**src/hw/rtl/float_to_fixed_round_trip_unit_defines.svh**
```systemverilog
// Assertion macros shared by the float-to-fixed round trip RTL.
// No dependencies; included by modules that carry assertions.
`ifndef FLOAT_TO_FIXED_ROUND_TRIP_UNIT_DEFINES_SVH
`define FLOAT_TO_FIXED_ROUND_TRIP_UNIT_DEFINES_SVH

// same-cycle implication, disabled in reset
`define F2FRT_ASSERT_NOW(label, clk, rst_n, ante, cons) \
    label: assert property (@(posedge clk) disable iff (!rst_n) (ante) |-> (cons)) \
        else $error("f2frt assertion failed");

// next-cycle implication, disabled in reset
`define F2FRT_ASSERT_NEXT(label, clk, rst_n, ante, cons) \
    label: assert property (@(posedge clk) disable iff (!rst_n) (ante) |=> (cons)) \
        else $error("f2frt assertion failed");

`endif

```
**src/hw/rtl/f2frt_pkg.sv**
```systemverilog
// Package for the float-to-fixed round trip unit: constants, register codes,
// and stage payload types. No dependencies.
package f2frt_pkg;

    localparam int MANT_BITS = 23;
    localparam int TOP_BIT   = 31;
    localparam int EXP_BIAS  = 127;

    localparam int INT_W   = 16;
    localparam int FRAC_W  = 15;
    localparam int JOIN_W  = INT_W + FRAC_W;
    localparam int LEAD_W  = 5;
    localparam int IW_REG_W = 5;
    localparam int FW_REG_W = 4;
    localparam int CFG_IDX_W = 2;
    localparam int CFG_DATA_W = 5;

    localparam logic [IW_REG_W-1:0] IW_RESET = 5'd8;
    localparam logic [FW_REG_W-1:0] FW_RESET = 4'd8;

    localparam logic [CFG_IDX_W-1:0] CFG_INTEGER_WIDTH  = 2'd0;
    localparam logic [CFG_IDX_W-1:0] CFG_FRACTION_WIDTH = 2'd1;

    typedef struct packed {
        logic              sign;
        logic [INT_W-1:0]  ipart;
        logic [FRAC_W-1:0] fpart;
        logic              ovf;
        logic [FW_REG_W-1:0] fw;
    } fix_t;

    typedef struct packed {
        logic              sign;
        logic [INT_W-1:0]  ipart;
        logic [FRAC_W-1:0] fpart;
        logic              ovf;
        logic [FW_REG_W-1:0] fw;
        logic [JOIN_W-1:0] joined;
        logic [LEAD_W-1:0] lead;
        logic [31:0]       fixed;
    } lead_t;

endpackage

```
**src/hw/rtl/f2frt_convert.sv**
```systemverilog
// Float32 pattern to sign-magnitude fixed point, with saturation.
// Depends on f2frt_pkg.
module f2frt_convert (
    input  logic [31:0]                       float_bits,
    input  logic [f2frt_pkg::IW_REG_W-1:0]    integer_width,
    input  logic [f2frt_pkg::FW_REG_W-1:0]    fraction_width,
    output f2frt_pkg::fix_t                   fix
);

    logic [7:0]  expo;
    logic [23:0] mant;
    logic [4:0]  iw;
    logic [15:0] imask;
    logic [14:0] fmask;
    logic [7:0]  shift;
    logic [23:0] ish;
    logic [15:0] ipart_raw;
    logic [8:0]  famt;
    logic [30:0] fext;
    logic [30:0] fsh;
    logic        big;
    logic        ovf;
    logic [4:0]  ishift;

    always_comb
    begin
        expo = float_bits[30:23];
        mant = {1'b1, float_bits[22:0]};

        if (integer_width == 5'd0)
            iw = 5'd1;
        else if (integer_width > 5'd16)
            iw = 5'd16;
        else
            iw = integer_width;

        ishift = 5'd16 - iw;
        imask  = 16'hFFFF >> ishift[3:0];
        fmask  = 15'h7FFF >> (4'd15 - fraction_width);

        big   = (expo > 8'd142);
        shift = 8'd150 - expo;
        ish   = (shift > 8'd23) ? 24'd0 : (mant >> shift[4:0]);
        ipart_raw = ish[15:0];

        ovf = (expo != 8'd0) && (big || (ipart_raw > imask));

        famt = {1'b0, shift} + 9'd7 - {5'd0, fraction_width};
        fext = {mant, 7'd0};
        fsh  = (famt > 9'd30) ? 31'd0 : (fext >> famt[4:0]);

        fix.sign = float_bits[31];
        fix.fw   = fraction_width;
        fix.ovf  = ovf;
        if (expo == 8'd0)
        begin
            fix.ipart = '0;
            fix.fpart = '0;
        end
        else if (ovf)
        begin
            fix.ipart = imask;
            fix.fpart = fmask;
        end
        else
        begin
            fix.ipart = ipart_raw;
            fix.fpart = fsh[14:0] & fmask;
        end
    end

endmodule

```
**src/hw/rtl/float_to_fixed_round_trip_unit.sv**
```systemverilog
// Top level of the float-to-fixed round trip unit: config registers and a
// three-stage pipeline. Depends on f2frt_pkg, f2frt_convert and the defines header.
//
//  channel  | direction | handshake              | payload
//  request  | in        | req_valid / req_ready  | float_bits
//  result   | out       | res_valid / res_ready  | sign_bit .. float_back
//  config   | in        | wr_en (no wait)        | wr_index, wr_data
//
// One request per cycle sustained while res_ready is high.
// Stage 1 converts to fixed, stage 2 joins and finds the leading one,
// stage 3 rebuilds the float. Reset empties the pipeline and loads 8.8.
// A stalled result holds every stage that is full; bubbles are squeezed out.
`include "float_to_fixed_round_trip_unit_defines.svh"

module float_to_fixed_round_trip_unit (
    input  logic                                clk,
    input  logic                                rst_n,
    input  logic                                wr_en,
    input  logic [f2frt_pkg::CFG_IDX_W-1:0]     wr_index,
    input  logic [f2frt_pkg::CFG_DATA_W-1:0]    wr_data,
    input  logic                                req_valid,
    output logic                                req_ready,
    input  logic [31:0]                         float_bits,
    output logic                                res_valid,
    input  logic                                res_ready,
    output logic                                sign_bit,
    output logic [15:0]                         integer_part,
    output logic [14:0]                         fraction_part,
    output logic signed [31:0]                  fixed_value,
    output logic                                overflow_flag,
    output logic [4:0]                          leading_bit,
    output logic                                truncated_flag,
    output logic [31:0]                         float_back
);

    logic [f2frt_pkg::IW_REG_W-1:0] iw_reg;
    logic [f2frt_pkg::FW_REG_W-1:0] fw_reg;

    always_ff @(posedge clk or negedge rst_n)
    begin
        if (!rst_n)
        begin
            iw_reg <= f2frt_pkg::IW_RESET;
            fw_reg <= f2frt_pkg::FW_RESET;
        end
        else if (wr_en)
        begin
            unique case (wr_index)
                f2frt_pkg::CFG_INTEGER_WIDTH:  iw_reg <= wr_data;
                f2frt_pkg::CFG_FRACTION_WIDTH: fw_reg <= wr_data[f2frt_pkg::FW_REG_W-1:0];
                default: ;
            endcase
        end
    end

    // pipeline control
    logic v1_reg, v2_reg, v3_reg;
    logic v1_next, v2_next, v3_next;
    logic adv1, adv2, adv3;

    always_comb
    begin
        adv3 = !v3_reg || res_ready;
        adv2 = !v2_reg || adv3;
        adv1 = !v1_reg || adv2;
        v1_next = adv1 ? req_valid : v1_reg;
        v2_next = adv2 ? v1_reg : v2_reg;
        v3_next = adv3 ? v2_reg : v3_reg;
    end

    always_ff @(posedge clk or negedge rst_n)
    begin
        if (!rst_n)
        begin
            v1_reg <= 1'b0;
            v2_reg <= 1'b0;
            v3_reg <= 1'b0;
        end
        else
        begin
            v1_reg <= v1_next;
            v2_reg <= v2_next;
            v3_reg <= v3_next;
        end
    end

    assign req_ready = adv1;
    assign res_valid = v3_reg;

    // stage 1: float to fixed
    f2frt_pkg::fix_t fix_next, s1_reg;

    f2frt_convert u_convert (
        .float_bits     (float_bits),
        .integer_width  (iw_reg),
        .fraction_width (fw_reg),
        .fix            (fix_next)
    );

    always_ff @(posedge clk)
    begin
        if (adv1)
            s1_reg <= fix_next;
    end

    // stage 2: join, leading one, two's complement
    f2frt_pkg::lead_t s2_next, s2_reg;
    logic [f2frt_pkg::JOIN_W-1:0] joined;

    always_comb
    begin
        joined = ({15'd0, s1_reg.ipart} << s1_reg.fw) | {16'd0, s1_reg.fpart};
        s2_next.sign   = s1_reg.sign;
        s2_next.ipart  = s1_reg.ipart;
        s2_next.fpart  = s1_reg.fpart;
        s2_next.ovf    = s1_reg.ovf;
        s2_next.fw     = s1_reg.fw;
        s2_next.joined = joined;
        s2_next.lead   = '0;
        for (int i = 1; i < f2frt_pkg::JOIN_W; i++)
        begin
            if (joined[i])
                s2_next.lead = f2frt_pkg::LEAD_W'(i);
        end
        s2_next.fixed = s1_reg.sign ? (32'd0 - {1'b0, joined}) : {1'b0, joined};
    end

    always_ff @(posedge clk)
    begin
        if (adv2)
            s2_reg <= s2_next;
    end

    // stage 3: rebuild float
    logic [7:0]  bexp;
    logic [30:0] lsh;
    logic [30:0] rsh;
    logic [22:0] bman;
    logic [4:0]  lamt;
    logic [4:0]  ramt;

    always_comb
    begin
        bexp = (s2_reg.joined == '0) ? 8'd0
             : (8'(f2frt_pkg::EXP_BIAS) + {3'd0, s2_reg.lead} - {4'd0, s2_reg.fw});
        lamt = 5'(f2frt_pkg::MANT_BITS) - s2_reg.lead;
        ramt = s2_reg.lead - 5'(f2frt_pkg::MANT_BITS);
        lsh  = s2_reg.joined << lamt;
        rsh  = s2_reg.joined >> ramt;
        bman = (s2_reg.lead <= 5'(f2frt_pkg::MANT_BITS)) ? lsh[22:0] : rsh[22:0];
    end

    always_ff @(posedge clk)
    begin
        if (adv3)
        begin
            sign_bit       <= s2_reg.sign;
            integer_part   <= s2_reg.ipart;
            fraction_part  <= s2_reg.fpart;
            fixed_value    <= s2_reg.fixed;
            overflow_flag  <= s2_reg.ovf;
            leading_bit    <= s2_reg.lead;
            truncated_flag <= (s2_reg.lead > 5'(f2frt_pkg::MANT_BITS));
            float_back     <= {s2_reg.sign, bexp, bman};
        end
    end

    `F2FRT_ASSERT_NOW(a_pos_fixed, clk, rst_n, res_valid && !sign_bit, !fixed_value[31])
    `F2FRT_ASSERT_NOW(a_zero_back, clk, rst_n, res_valid && (fixed_value == 32'sd0), float_back[30:0] == 31'd0)
    `F2FRT_ASSERT_NOW(a_ovf_int, clk, rst_n, res_valid && overflow_flag, integer_part != 16'd0)
    `F2FRT_ASSERT_NEXT(a_s1_fill, clk, rst_n, req_valid && req_ready, v1_reg)
    `F2FRT_ASSERT_NEXT(a_s1_hold, clk, rst_n, v1_reg && !adv2, v1_reg)

endmodule

```
**config.mk**
```make
export PLATFORM = sky130hd
export DESIGN_NAME = float_to_fixed_round_trip_unit
export DESIGN_NICKNAME = d
export VERILOG_FILES = /design/src/hw/rtl/f2frt_pkg.sv /design/src/hw/rtl/f2frt_convert.sv /design/src/hw/rtl/float_to_fixed_round_trip_unit.sv
export VERILOG_INCLUDE_DIRS = /design/src /design/src/hw/rtl
export SDC_FILE = /design/constraint.sdc
export NUM_CORES = 1
export LEC_CHECK = 0
export ABC_CLOCK_PERIOD_IN_PS = 5000
export BUFFER_PORTS_ARGS = -buffer_cell sky130_fd_sc_hd__buf_2
export CORE_ASPECT_RATIO = 0.5
export CORE_MARGIN = 3
export CORE_UTILIZATION = 55
export CTS_CLUSTER_SIZE = 12
export DETAILED_ROUTE_END_ITERATION = 6
export GPL_TIMING_DRIVEN = 0
export PLACE_DENSITY_LB_ADDON = 0.2
export SLEW_MARGIN = 10
export SYNTH_ARGS = -nofsm -noshare
export SYNTH_HDL_FRONTEND = slang
export SYNTH_SLANG_ARGS = --single-unit
```
**constraint.sdc**
```tcl
create_clock -name clk -period 5 [get_ports clk]
set_input_delay 0.75 -clock clk [delete_from_list [all_inputs] [get_ports clk]]
set_output_delay 0.75 -clock clk [all_outputs]
set_load 0.05 [all_outputs]
```
# Word-level counts from Yosys, hierarchy flattened
# Index checks and enable logic that the tools add are counted.
[op_classes]
magnitude_cmp = 7
div = 0
mux = 36
eq_ne = 1
shift = 7
bitwise = 2
mul = 0
n_reduce_logical = 18
n_addsub = 10
[op_table]
columns = ["op", "n"]
rows = [
  ["$mux W5", 14],
  ["$mux W31", 2],
  ["$mux W4", 10],
  ["$sub A1 B31 Y32 const A", 1],
  ["$logic_not A31 Y1", 1],
  ["$or A31 B15 Y31", 1],
  ["$shl A16 B4 Y31", 1],
  ["$shl A31 B5 Y23", 1],
  ["$shr A31 B5 Y15", 1],
  ["$shr A31 B5 Y23", 1],
  ["$shr A24 B5 Y16", 1],
  ["$mux W23", 1],
  ["$gt A16 B16 Y1", 1],
  ["$mux W16", 1],
  ["$shr A16 B4 Y16 const A", 1],
  ["$and A15 B15 Y15", 1],
  ["$mux W15", 1],
  ["$reduce_or A15 Y1", 1],
  ["$shr A15 B4 Y15 const A", 1],
  ["$mux W3", 4],
  ["$gt A5 B5 Y1 const B", 2],
  ["$add A8 B3 Y9 const B", 1],
  ["$gt A9 B5 Y1 const B", 1],
  ["$sub A9 B4 Y9", 1],
  ["other kinds (23)", 30],
]
[totals]
latchBits = 0
n_memories = 0
mem_bits_ro = 0
ram_bits = 0
output_inout_bits = 105
input_bits = 44
word_cells = 112
reg_bits = 257

# Depth between registers and ports, before layout
# Gate-level depths: netlist of run 1.
[logic_depth]
ltp_word = 31
ltp_mapped = 24

# Cells and area by module
# Synthesis of run 1 repeated with hierarchy kept, for this count alone.
[unflattened]
cells_unflattened = 1615
area_unflattened_um2 = 17240.3
[modules_own_cells]
columns = ["mod", "area_per_inst_um2", "cells_each", "seq_area_each_um2", "instances"]
rows = [
  ["float_to_fixed_round_trip_unit", 13016.2, 1024, 7599.8, 1],
  ["f2frt_convert", 4224.1, 591, 0.0, 1],
]

# Least setup slack after synthesis of run 1
# Ideal clock, no wire load.
[synth_timing]
kind = "input to register"
start = "input port float_bits[23]"
end = "register s1_reg[12] (netlist name) (data pin)"
arrival_time_ns = 4.911
slack_ns = -0.172
path_stages = 19
required_ns = 4.740
path_cell_list = "buf_1 > inv_2 > ha_1 > buf_2 > buf_2 > buf_2 > inv_1 > ha_1 > ha_1 > inv_1 > fa_1 > clkbuf_1 > buf_1 > clkbuf_1 > mux4_2 > nand2_1 > o31ai_1 > a21oi_1 > nor2_1"
[synth_via]
elab_chain_cells = 7
[synth_rtl]
columns = ["element", "line_no", "source"]
rows = [
  ["from (decl)", "float_to_fixed_round_trip_unit.sv:23", "input logic [31:0] float_bits,"],
  ["$sub A8 B8 Y8", "f2frt_convert.sv:42", "shift = 8'd150 - expo;"],
  ["$add A8 B3 Y9 (tied with other cells)", "f2frt_convert.sv:48", "famt = {1'b0, shift} + 9'd7 - {5'd0, fraction_width};"],
  ["$sub A9 B4 Y9 / $mux W16 (equally long branches)", "f2frt_convert.sv:48, f2frt_convert.sv:43", ""],
  ["$gt A9 B5 Y1 (tied with other cells)", "f2frt_convert.sv:50", "fsh = (famt > 9'd30) ? 31'd0 : (fext >> famt[4:0]);"],
  ["$mux W15 / $logic_or A1 B1 Y1 (equally long branches)", "f2frt_convert.sv:50, f2frt_convert.sv:46", ""],
  ["$and A15 B15 Y15 / $logic_and A1 B1 Y1 (equally long branches)", "f2frt_convert.sv:68, f2frt_convert.sv:46", ""],
  ["$mux W31", "f2frt_convert.sv:60", "else if (ovf)"],
  ["to (signal assigned)", "float_to_fixed_round_trip_unit.sv:103", "s1_reg <= fix_next;"],
  ["to (decl)", "float_to_fixed_round_trip_unit.sv:91", "f2frt_pkg::fix_t fix_next, s1_reg;"],
]
# Parallel ways exist; a longest one is shown, timed or not.
# A chain may end at the register's enable or synchronous reset.

# Worst setup path after layout of run 1
[layout_timing]
start = "input port float_bits[23]"
end = "register s1_reg[35] (netlist name) (data pin)"
[layout_via]
elab_chain_cells = 7
[layout_rtl]
columns = ["element", "line_no", "source"]
rows = [
  ["$sub A8 B8 Y8", "f2frt_convert.sv:42", ""],
  ["$gt A8 B5 Y1 / $shr A24 B5 Y16 (equally long branches)", "f2frt_convert.sv:43", "ish = (shift > 8'd23) ? 24'd0 : (mant >> shift[4:0]);"],
  ["$mux W16", "f2frt_convert.sv:43", ""],
  ["$gt A16 B16 Y1", "f2frt_convert.sv:46", "ovf = (expo != 8'd0) && (big || (ipart_raw > imask));"],
  ["$logic_or A1 B1 Y1", "f2frt_convert.sv:46", ""],
  ["$logic_and A1 B1 Y1", "f2frt_convert.sv:46", ""],
  ["$mux W31", "f2frt_convert.sv:60", ""],
]
# Parallel ways exist; a longest one is shown, timed or not.

==> summary.md, run 1 <==
| Metric | Value |
|---|---|
| Clock power frac | 0.133 |
| Crit path kind | in -> reg |
| Pint | 6.81 mW |
| Reg2reg start | iw_reg[1]$_DFFE_PN0P_ |
| Max reg flops | 104 |
| Root buf cell | clkbuf_16 |
| Async S/R FF share, synth | 0.0471 |
| Placer congestion estimate | 1.02 |
| EDFF count, synth | 243 |
| Detailed Place HPWL | 37.6 mm |
| Register area share after synthesis | 0.450 |
| Endpoints failing hold | 0 |
| Syn_nets | 1659 |
| Initial antenna violation count | 0 |
| CTS Buffer Depth | 3 |
| WL final | 48.3 mm |
| Worst reg2reg setup slack | 0.84 ns |
| Type of the most critical hold path | in -> async |
| Comb pwr share | 0.582 |
| Hold_ws | 0.0618 ns |
| Avg Cell Area, Syn | 10.8 um2 |
| Synthesis warning total | 0 |
| # diodes | 0 |
| Post-layout instance area | 19100 um2 |
| Ratio of cells with drive above 1 in the final layout | 0.205 |
| Fmax | 209 MHz |
| Worst Setup Start Kind | input port |
| Die W | 254 um |
| P_sw | 6.35 mW |
| Worst setup EP type | flop |
| GRT overflow | 0 |
| Die area | 33000 um2 |
| Clk sinks | 255 |
| Critical Path RT | 5.29 ns |
| Pwr/cell area | 688 nW/um2 |
| Setup crit start | float_bits[23] |
| R2R cell count | 18 |
| CP endpoint | s1_reg[35]$_SDFFCE_PN0P_ |
| Largest net degree at the start of global routing | 60 |
| RSZ-0062 raised after global routing | no |
| Seq cells post-synth | 255 |
| Reg-to-reg endpoint | s1_reg[35]$_SDFFCE_PN0P_ |
| CP arrival | 5.08 ns |
| Initial Util | 0.570 |
| Setup TNS Final | 0 ns |
| DRT Pass-1 Iters | 5 |
| Wire per inst | 22.3 um |
| Max_slew headroom | 0.373 |
| CTS Buf Count | 26 |
| Number of vias per cell | 6.31 |
| Largest cells by area after synthesis | edfxtp_1 43%, mux2i_1 6.6%, mux4_2 5.9%, nand2_1 3.7%, ha_1 3.3% |
| Share of the synthesized area in the top cell type | 0.432 |
| Layout area overhead | 13.2% |
| Total GRT Usage | 0.291 |
| CTS Hold Buffers Added | 0 |
| Placed Area | 18300 um2 |
| Synth Cell Area | 16900 um2 |
| Mapped Cells | 1569 |
| Clock-pin slew on the worst setup and hold paths | 0.06 ns |
| DRC | 0 |
| Vias | 13663 |
| Max Cap Violations | 0 |
| Core Util, Final | 0.646 |
| Max Slew Vio Count | 0 |
| CTS tree | yes |
| Clk_lat worst skew | 0.55 ns |
| Post-route clock period utilization | 0.957 |
| Status | complete, no violations |
| Sw frac | 0.483 |
| Sequential power share | 0.285 |
| Layout fillers | 2347 |
| Final setup violation count | 0 |
| First-pass GRT wire length | 75.6 mm |
| Fin nets | 1845 |
| Final Critical Period | 4.79 ns |
| Site row count | 44 |
| Num ports | 149 |
| Worst VDD drop | 0.000322 V |
| Skew final | 0.0170 ns |
| Die H | 130 um |
| Worst-Margin Slew | 0.934 ns |
| Commonest non-fill, non-tap cell in the layout | edfxtp_1 |
| Ys flop type | edfxtp_1 |
| Post-synth top area cell | edfxtp_1 |
| Core ar. | 29600 um2 |
| Synth cell types | 102 |
| H-tree lvl count | 1 |
| Vias in the first global route | 13316 |
| Most frequent cells in the layout | 243 x edfxtp_1, 168 x nand2_1, 158 x buf_2 |
| Initial DRC Count | 1269 |
| Leak pwr | 7.52 nW |
| PortBufs | 148 |
| Critical Path Fanout Max | 10 |
| Post-route ant nets | 0 |
## per-layer routing
| metal | up-vias | global-route usage | wire (um) |
|---|---|---|---|
| met1 | 6566 | 0.378 | 20200 |
| met2 | 628 | 0.498 | 22900 |
| met3 | 144 | 0.0396 | 2920 |
| li1 | 6325 | - | - |
| met5 | - | 0 | 0 |
| met4 | 0 | 0.124 | 2180 |
## synth_stat cells (5+ instances only)
cell and count:
o21ai_0 63, inv_1 47, o31ai_1 13, xnor2_1 40, o22ai_1 14, a31oi_1 14, buf_2 12, and2_1 11
xor2_1 7, nand3_1 39, nand3b_1 5, o22a_1 6, nor4_1 13, o221ai_1 8, ha_1 44, nor3_1 27
o211ai_1 33, nor2_1 122, a211oi_1 40, mux2i_1 111, clkbuf_1 66, mux2_2 46, nand2b_1 26, edfxtp_1 243
nand4_1 9, nor2b_1 30, a21o_1 13, buf_6 6, mux4_2 44, or2_2 6, buf_1 15, a21oi_1 88
and3_1 6, a21boi_0 5, nand2_1 168, nor3b_1 5, dfrtp_1 10
## metrics by stage
stage / power, mW / setup WS (ns) / instances
finish: 13.2 / 0.213 / 2164
global route: 13.9 / 0.0120 / 2164
CTS: 13.0 / 0.0175 / 2164
detailed placement: 11.2 / -1.01 / 2117
global placement: 11.2 / -0.928 / 2108
floorplan: 9.17 / 0.0497 / 1569
## what timing repair did
action,CTS,global route
setup buffers,1,2
resized for setup,12,13
setup endpoints to repair,31,31
pin swaps,1,3
hold endpoints to repair,0,0
cloned,0,0
## worst min-delay path by stage
stage	from	endpoint	depth (start not counted)
3_5_place_dp	s2_reg[24]$_DFFE_PP_	fixed_value[24]$_DFFE_PP_	0
4_1_cts	rst_n	iw_reg[2]$_DFFE_PN0P_	1
2_1_floorplan	s2_reg[10]$_DFFE_PP_	fixed_value[10]$_DFFE_PP_	0
5_1_grt	rst_n	iw_reg[2]$_DFFE_PN0P_	1
6_report	rst_n	iw_reg[2]$_DFFE_PN0P_	1
3_3_place_gp	s1_reg[4]$_DFFE_PP_	s2_reg[72]$_DFFE_PP_	0
## worst max-delay path, cell delays in order
cell	delay, ns
buf_2	0.17
ha_2	0.23
a21oi_2	0.16
buf_4	0.14
xor2_2	0.16
ha_1	0.30
nand4_1	0.14
nor2b_1	0.15
a311o_1	0.31
buf_2	0.18
or2_4	0.30
a211oi_4	0.29
ha_1	0.29
a21o_1	0.18
a21o_1	0.17
a21oi_1	0.19
o211ai_1	0.13
a21oi_2	0.21
a21oi_4	0.10
buf_4	0.22
mux2_2	0.31
## cell type report
class	instances	area [um2]	share of cell area
plain buffers	100	473	0.0247
clock buffers	42	711	0.0372
clock inverters	4	37.5	0.00196
inverters	51	191	0.0100
multi-input cells	1161	8720	0.456
flip-flops and latches	255	7600	0.397
well taps	391	489	0.0256
repair buffers	160	903	0.0472
## kinds of logic after synthesis
group           Yosys count  share of synthesized area
buf+inv                 153                     0.0387
compound gates          369                      0.149
xor+xnor                 48                     0.0253
flops                   255                      0.450
mux                     205                      0.159
simple gates            493                      0.143
fa+ha+maj                46                     0.0350
## power by group through the flow
stage	clock, mW	combinational (mW)	sequential, mW
after detailed placement	0	7.47	3.78
after global placement	0	7.43	3.78
after floorplan	0	4.64	4.53
final	1.75	7.65	3.75
after CTS	1.78	7.51	3.74
after global routing	1.85	8.24	3.81
Power figures use the tool's default switching activity.
==> inputs of run 2 (changes only) <==
--- a/config.mk
+++ b/config.mk
@@ -11,11 +11,11 @@
 export CORE_ASPECT_RATIO = 0.5
 export CORE_MARGIN = 3
 export CORE_UTILIZATION = 55
-export CTS_CLUSTER_SIZE = 12
 export DETAILED_ROUTE_END_ITERATION = 6
 export GPL_TIMING_DRIVEN = 0
 export PLACE_DENSITY_LB_ADDON = 0.2
 export SLEW_MARGIN = 10
 export SYNTH_ARGS = -nofsm -noshare
 export SYNTH_HDL_FRONTEND = slang
+export SYNTH_HIERARCHICAL = 1
 export SYNTH_SLANG_ARGS = --single-unit
==> constraint.sdc (replaced) <==
create_clock -name clk -period 5 [get_ports clk]
set_input_delay 0.75 -clock clk [delete_from_list [all_inputs] [get_ports clk]]
set_output_delay 0.75 -clock clk [all_outputs]
set_load 0.01 [all_outputs]
==> summary.md, run 2 <==
| Metric | Value |
|---|---|
| Initial antenna violation count | 3 (+3) |
| Wire per inst | 23.2 um (+4.2%) |
| Worst path max stage delay | 0.58 ns (+0.27 ns) |
| Reg-to-reg endpoint | s1_reg[4]$_DFFE_PP_ |
| Post-layout instance area | 19700 um2 (+2.9%) |
| Die W | 256 um (+0.99%) |
| Die H | 131 um (+0.97%) |
| Site row count | 45 (+2.3%) |
| Register area share after synthesis | 0.441 (-0.00901) |
| Mapped Cells | 1615 (+2.9%) |
| Largest cells by area after synthesis | edfxtp_1 42%, mux4_2 6.9%, mux2i_1 5.6%, nand2_1 4.1%, mux2_2 3.7% |
| Slowest CP cell | or4_4 |
| Vias in the first global route | 13887 (+4.3%) |
| DRC | 0 (unchanged) |
| Avg Cell Area, Syn | 10.7 um2 (-0.86%) |
| Post-route clock period utilization | 0.988 (+0.0303) |
| Num ports | 149 (unchanged) |
| Max Slew Vio Count | 0 (unchanged) |
| Sequential cell area | 7600 um2 (unchanged) |
| Post-route ant nets | 0 (unchanged) |
| R2R cell count | 18 (unchanged) |
| Clk sinks | 255 (unchanged) |
| Max_slew headroom | 0.303 (-0.0699) |
| Pwr/cell area | 638 nW/um2 (-7.2%) |
| Detailed Place HPWL | 39.8 mm (+6.0%) |
| EDFF count, synth | 243 (unchanged) |
| CTS tree | yes |
| CTS Hold Buffers Added | 0 (unchanged) |
| Post-synth top area cell | edfxtp_1 |
| Ratio of cells with drive above 1 in the final layout | 0.227 (+0.0221) |
| CTS Buf Count | 25 (-3.8%) |
| Synth Cell Area | 17200 um2 (+2.0%) |
| Metal3 WL | 3.94 mm (+35%) |
| Largest net degree at the start of global routing | 54 (-10%) |
| Status | complete, no violations |
| Synthesis warning total | 6 (+6) |
| Worst VDD drop | 0.000313 V (-2.7%) |
| Skew final | 0.0218 ns (+0.00478 ns) |
| Final setup violation count | 0 (unchanged) |
| Final WS setup | 0.0613 ns (-0.152 ns) |
| Max Cap Violations | 0 (unchanged) |
| Seq cells post-synth | 255 (unchanged) |
| GRT overflow | 0 (unchanged) |
| Syn_nets | 1703 (+2.7%) |
| WL final | 52.1 mm (+7.9%) |
| Total power | 12.6 mW (-4.6%) |
| Async S/R FF share, synth | 0.0471 (unchanged) |
| Multi-input combinational cell area | 9040 um2 (+3.6%) |
| Top post-synthesis cells by count | 243 x edfxtp_1, 189 x nand2_1, 112 x nor2_1 |
| Root buf cell | clkbuf_16 |
| Clk_lat worst skew | 0.55 ns (about the same) |
| CP arrival | 5.23 ns (+0.15 ns) |
| Crit path kind | in -> reg |
| M1 WL | 20.6 mm (+1.8%) |
| Max Used Layer | met5 |
| Layout area overhead | 14.1% |
| Final Critical Period | 4.94 ns (+0.152 ns) |
| Clock-pin slew on the worst setup and hold paths | 0.06 ns (about the same) |
| CTS Buffer Depth | 3 (unchanged) |
| H-tree lvl count | 1 (unchanged) |
| Endpoints failing hold | 0 (unchanged) |
| Initial Util | 0.564 (-0.00652) |
| Total GRT Usage | 0.301 (+0.0101) |
| Ys flop type | edfxtp_1 |
| Reg2reg start | iw_reg[1]$_DFFE_PN0P_ |
| Vias | 14363 (+5.1%) |
| # diodes | 0 (unchanged) |
| Placed Area | 18700 um2 (+2.2%) |
| Type of the most critical hold path | in -> async |
| Most frequent cells in the layout | 243 x edfxtp_1, 189 x nand2_1, 160 x buf_2 |
| Fmax | 202 MHz (-3.1%) |
| Synth cell types | 97 (-4.9%) |
| DP Worst Slack | -1.02 ns (-0.00203 ns) |
| PortBufs | 145 (-2.0%) |
| Core ar. | 30600 um2 (+3.2%) |
| Initial DRC Count | 1445 (+14%) |
| Die area | 33600 um2 (+2.0%) |
| Leak pwr | 7.66 nW (+1.8%) |
| Worst reg2reg setup slack | 0.52 ns (-0.32 ns) |
| Number of vias per cell | 6.41 (+1.6%) |
| Fin nets | 1886 (+2.2%) |
| DRT Pass-1 Iters | 5 (unchanged) |
| Share of the synthesized area in the top cell type | 0.423 (-0.00865) |
| Worst setup EP type | flop |
| Layout fillers | 2420 (+3.1%) |
| Setup TNS Final | 0 ns (unchanged) |
| DR WL met2 | 25.3 mm (+10%) |
| Commonest non-fill, non-tap cell in the layout | edfxtp_1 |
| Most common cell in the netlist | edfxtp_1 |
| Placer congestion estimate | 1.00 (-1.9%) |
| Max reg flops | 104 (unchanged) |
| Critical Path Fanout Max | 10 (unchanged) |
| CP cell instances | clkbuf_4 -> buf_6 -> a31o_2 -> nand2_1 -> xnor2_2 -> ha_2 -> nand3_1 -> nor2_1 -> o32a_1 -> nand3_4 -> a211oi_4 -> ha_1 -> nand4_1 -> or3_1 -> or4_4 -> a311o_2 -> nand2_4 -> buf_6 -> nor2_1 -> buf_4 |
| Worst-Margin Slew | 1.04 ns (+0.109 ns) |
| Worst Setup Start Kind | input port |
| First-pass GRT wire length | 80.9 mm (+7.1%) |
| Critical Path RT | 5.30 ns (about the same) |
## run 2: cell types whose count changed after synthesis, moves of 11 or more
cell	before	now
a22o_1	2	13
buf_4	2	17
o211ai_1	33	18
mux2i_1	111	96
o21ai_0	63	91
nand2_1	168	189
## run 2: critical path, delay by kind of cell
kind                       cells  cell delay, ns
AOI/OAI and AO/OA              4            1.16
buffers and inverters          4            0.68
xor gates and xnor gates       1            0.24
adders and majority gates      2            0.52
and+or+nand+nor                9            1.85
## run 2: what timing repair did
action,in CTS,in global routing
hold endpoints to repair,0,0
setup buffers,2,1
endpoints found under the setup margin,31,23
resized for setup,15,13
pin swaps,1,4
## run 2: layer usage
metal / GRT usage / vias up
met2: 0.519 / 825
met4: 0.111 / 6
met5: 0 / -
met1: 0.389 / 6851
met3: 0.0439 / 171
li1: - / 6510
## run 2: worst max path at each step
stage / cells past startpoint / startpoint / slack (ns) / end
2_1_floorplan: 20 / float_bits[23] / 0.009 / s1_reg[4]$_DFFE_PP_
3_3_place_gp: 19 / float_bits[23] / -0.96 / s1_reg[4]$_DFFE_PP_
3_5_place_dp: 19 / float_bits[23] / -1.02 / s1_reg[4]$_DFFE_PP_
4_1_cts: 21 / float_bits[24] / 0.02 / s1_reg[4]$_DFFE_PP_
5_1_grt: 20 / float_bits[23] / -0.004 / s1_reg[4]$_DFFE_PP_
6_report: 20 / float_bits[23] / 0.06 / s1_reg[4]$_DFFE_PP_
## run 2: final cells by class
type	count	share of cell area
buffer	105	0.0268
clock buffer	35	0.0363
clock inverter	10	0.00700
inverter	55	0.0108
multi-input combinational	1199	0.459
sequential	255	0.386
tap	423	0.0269
timing repair buffer	157	0.0466
## run 2: metrics by stage
stage	instances	hold WS [ns]	utilization
after global routing	2239	0.0955	0.644
final	2239	0.0886	0.644
after global placement	2183	0.401	0.605
after CTS	2238	0.0888	0.642
after floorplan	1615	0.400	-
after detailed placement	2192	0.405	0.611
## run 2: power by group
group / switching (mW) / internal [mW]
logic: 4.26 / 2.57
clock network: 0.802 / 1.16
registers: 0.501 / 3.26
## run 2: kinds of logic after synthesis
family	after synthesis	synth area share
xor+xnor	46	0.0253
fa+ha+maj	45	0.0334
flops	255	0.441
mux	211	0.167
compound gates	391	0.152
buf+inv	161	0.0419
simple gates	506	0.140
==> inputs of run 3 (changes only) <==
--- a/config.mk
+++ b/config.mk
@@ -8,12 +8,12 @@
 export LEC_CHECK = 0
 export ABC_CLOCK_PERIOD_IN_PS = 5000
 export BUFFER_PORTS_ARGS = -buffer_cell sky130_fd_sc_hd__buf_2
-export CORE_ASPECT_RATIO = 0.5
 export CORE_MARGIN = 3
 export CORE_UTILIZATION = 55
 export DETAILED_ROUTE_END_ITERATION = 6
 export GPL_TIMING_DRIVEN = 0
 export PLACE_DENSITY_LB_ADDON = 0.2
+export RECOVER_POWER = 25
 export SLEW_MARGIN = 10
 export SYNTH_ARGS = -nofsm -noshare
 export SYNTH_HDL_FRONTEND = slang
==> summary.md, run 3 (same netlist as run 2, synthesis figures left out) <==
| Metric | Value |
|---|---|
| Status | complete, but fails checks |
| Violated checks | capacitance limit, slew limit |
| Layout area overhead | 14.6% |
| R2R cell count | 18 (unchanged) |
| Met1 usage | 0.513 (+0.124) |
| Die H | 183 um (+40%) |
| Max Cap Violations | 1 (+1) |
| Detailed Place HPWL | 43.4 mm (+9.0%) |
| Die area | 33500 um2 (-0.39%) |
| Worst-Margin Slew | 1.79 ns (+0.743 ns) |
| Clk sinks | 255 (unchanged) |
| Root buf cell | clkbuf_16 |
| Leak pwr | 7.70 nW (+0.59%) |
| Final setup violation count | 0 (unchanged) |
| Pwr/cell area | 657 nW/um2 (+3.0%) |
| Total GRT Usage | 0.326 (+0.0253) |
| Wire per inst | 25.1 um (+7.9%) |
| Vias in the first global route | 13666 (-1.6%) |
| Fmax | 207 MHz (+2.1%) |
| CTS Hold Buffers Added | 0 (unchanged) |
| WL final | 55.7 mm (+7.0%) |
| Type of the most critical hold path | in -> async |
| Ratio of cells with drive above 1 in the final layout | 0.230 (+0.00229) |
| Site row count | 64 (+42%) |
| Endpoints failing hold | 0 (unchanged) |
| GRT met3 Usage | 0.0639 (+0.0200) |
| Final Critical Period | 4.84 ns (-0.100 ns) |
| Max_slew headroom | -0.191 (-0.494) |
| Initial DRC Count | 1989 (+38%) |
| Worst setup EP type | flop |
| Layout fillers | 2482 (+2.6%) |
| Max reg flops | 104 (unchanged) |
| CTS Buffer Depth | 3 (unchanged) |
| Clock-pin slew on the worst setup and hold paths | 0.06 ns (about the same) |
| Most frequent cells in the layout | 243 x edfxtp_1, 189 x nand2_1, 157 x buf_2 |
| H-tree lvl count | 1 (unchanged) |
| PortBufs | 145 (unchanged) |
| Placer congestion estimate | 1.03 (+3.0%) |
| Post-route ant nets | 0 (unchanged) |
| Worst VDD drop | 0.000336 V (+7.3%) |
| Commonest non-fill, non-tap cell in the layout | edfxtp_1 |
| Post-route clock period utilization | 0.968 (-0.0201) |
| Skew final | 0.0133 ns (-0.00856 ns) |
| Die W | 183 um (-29%) |
| Max Slew Vio Count | 33 (+33) |
| Total power | 13.0 mW (+3.4%) |
| # diodes | 0 (unchanged) |
| Worst reg2reg setup slack | 0.63 ns (+0.11 ns) |
| Clk_lat worst skew | 0.54 ns (about the same) |
| Worst Setup Start Kind | input port |
| GR peak layer | met1 |
| First-pass GRT wire length | 84.7 mm (+4.7%) |
| Num ports | 149 (unchanged) |
| CP arrival | 5.13 ns (-0.10 ns) |
| DRT Pass-1 Iters | 6 (+1) |
| Setup TNS Final | 0 ns (unchanged) |
| GRT overflow | 0 (unchanged) |
| Core Util, Final | 0.643 (-0.000843) |
| Multi-input combinational cell area | 9050 um2 (+0.14%) |
| Vias | 14724 (+2.5%) |
| Largest net degree at the start of global routing | 72 (+33%) |
| Initial Util | 0.561 (-0.00324) |
| M2 GR Usage | 0.474 (-0.0445) |
| Fin nets | 1892 (+0.32%) |
| Sequential cell area | 7600 um2 (unchanged) |
| CTS tree | yes |
| Initial antenna violation count | 1 (-2) |
| CTS Buf Count | 26 (+4.0%) |
| Crit path kind | in -> reg |
| Number of vias per cell | 6.63 (+3.4%) |
| Critical Path Fanout Max | 11 (+1) |
| Critical Path RT | 5.29 ns (about the same) |
| DRC | 0 (unchanged) |
| Core ar. | 30700 um2 (+0.58%) |
[run 3: changes by cell type in the layout (fill, tap and decap cells not counted), moves of 3 or more]
cell,delta
clkbuf_4,+6
a211oi_2,+3
buf_2,-3
clkbuf_8,-3
nor2_2,-3
[run 3: through the flow]
step	hold slack (ns)	area, um2	std cells	setup slack [ns]
after floorplan	0.400	17300	1615	0.00939
after global placement	0.404	18500	2156	-0.955
after detailed placement	0.405	18600	2165	-0.968
after CTS	0.0768	19700	2215	0.000416
after global routing	0.231	19800	2220	-0.0100
final	0.211	19800	2220	0.162
[run 3: timing repair]
item                                    in CTS  in global routing
cloned                                       0                  0
pin swaps                                    1                  4
endpoints found under the setup margin      31                 31
resized for setup                           16                 17
buffers inserted                             2                  6
[run 3: final timing paths]
check | end | startpoint
hold / removal | res_valid$_DFFE_PN0P_ | rst_n
setup / recovery | s1_reg[4]$_DFFE_PP_ | float_bits[23]
hold reg to reg | fixed_value[25]$_DFFE_PP_ | s2_reg[25]$_DFFE_PP_
min in group clk | s1_reg[36]$_DFFE_PP_ | float_bits[31]
max in group asynchronous | fw_reg[1]$_DFFE_PN0P_ | rst_n
setup reg to reg | s1_reg[4]$_DFFE_PP_ | iw_reg[3]$_DFFE_PN1P_
[run 3: layer usage]
| metal | vias up | share of wire |
|---|---|---|
| met5 | - | 0.00022 |
| met4 | 2 | 0.020 |
| met3 | 79 | 0.11 |
| met2 | 912 | 0.42 |
| met1 | 7214 | 0.45 |
| li1 | 6517 | - |
[run 3: cell type report]
class,instances,share of cell area
multi-input cells,1199,0.458
flip-flops and latches,255,0.385
repair buffers,162,0.0476
clock buffers,31,0.0349
plain buffers,105,0.0269
well taps,396,0.0251
clock inverters,17,0.0124
inverters,55,0.0106
[run 3: report_power, final]
part	leakage [nW]	total [mW]	internal [mW]	switching (mW)
Sequential	2.65	3.83	3.27	0.565
Clock	0.443	2.09	1.26	0.835
Combinational	4.61	7.06	2.58	4.48
[run 3: worst max-delay path, stage by stage]
cell,delay (ns)
clkbuf_4,0.18
buf_6,0.17
inv_1,0.07
clkbuf_4,0.20
ha_4,0.34
buf_8,0.16
mux4_2,0.56
nand2_1,0.09
o21ai_0,0.15
nand2_1,0.15
a21oi_2,0.09
ha_1,0.30
nand2_1,0.06
or3_1,0.38
or4_4,0.58
a311o_2,0.37
nand2_4,0.13
buf_8,0.17
nor2_1,0.06
buf_4,0.16
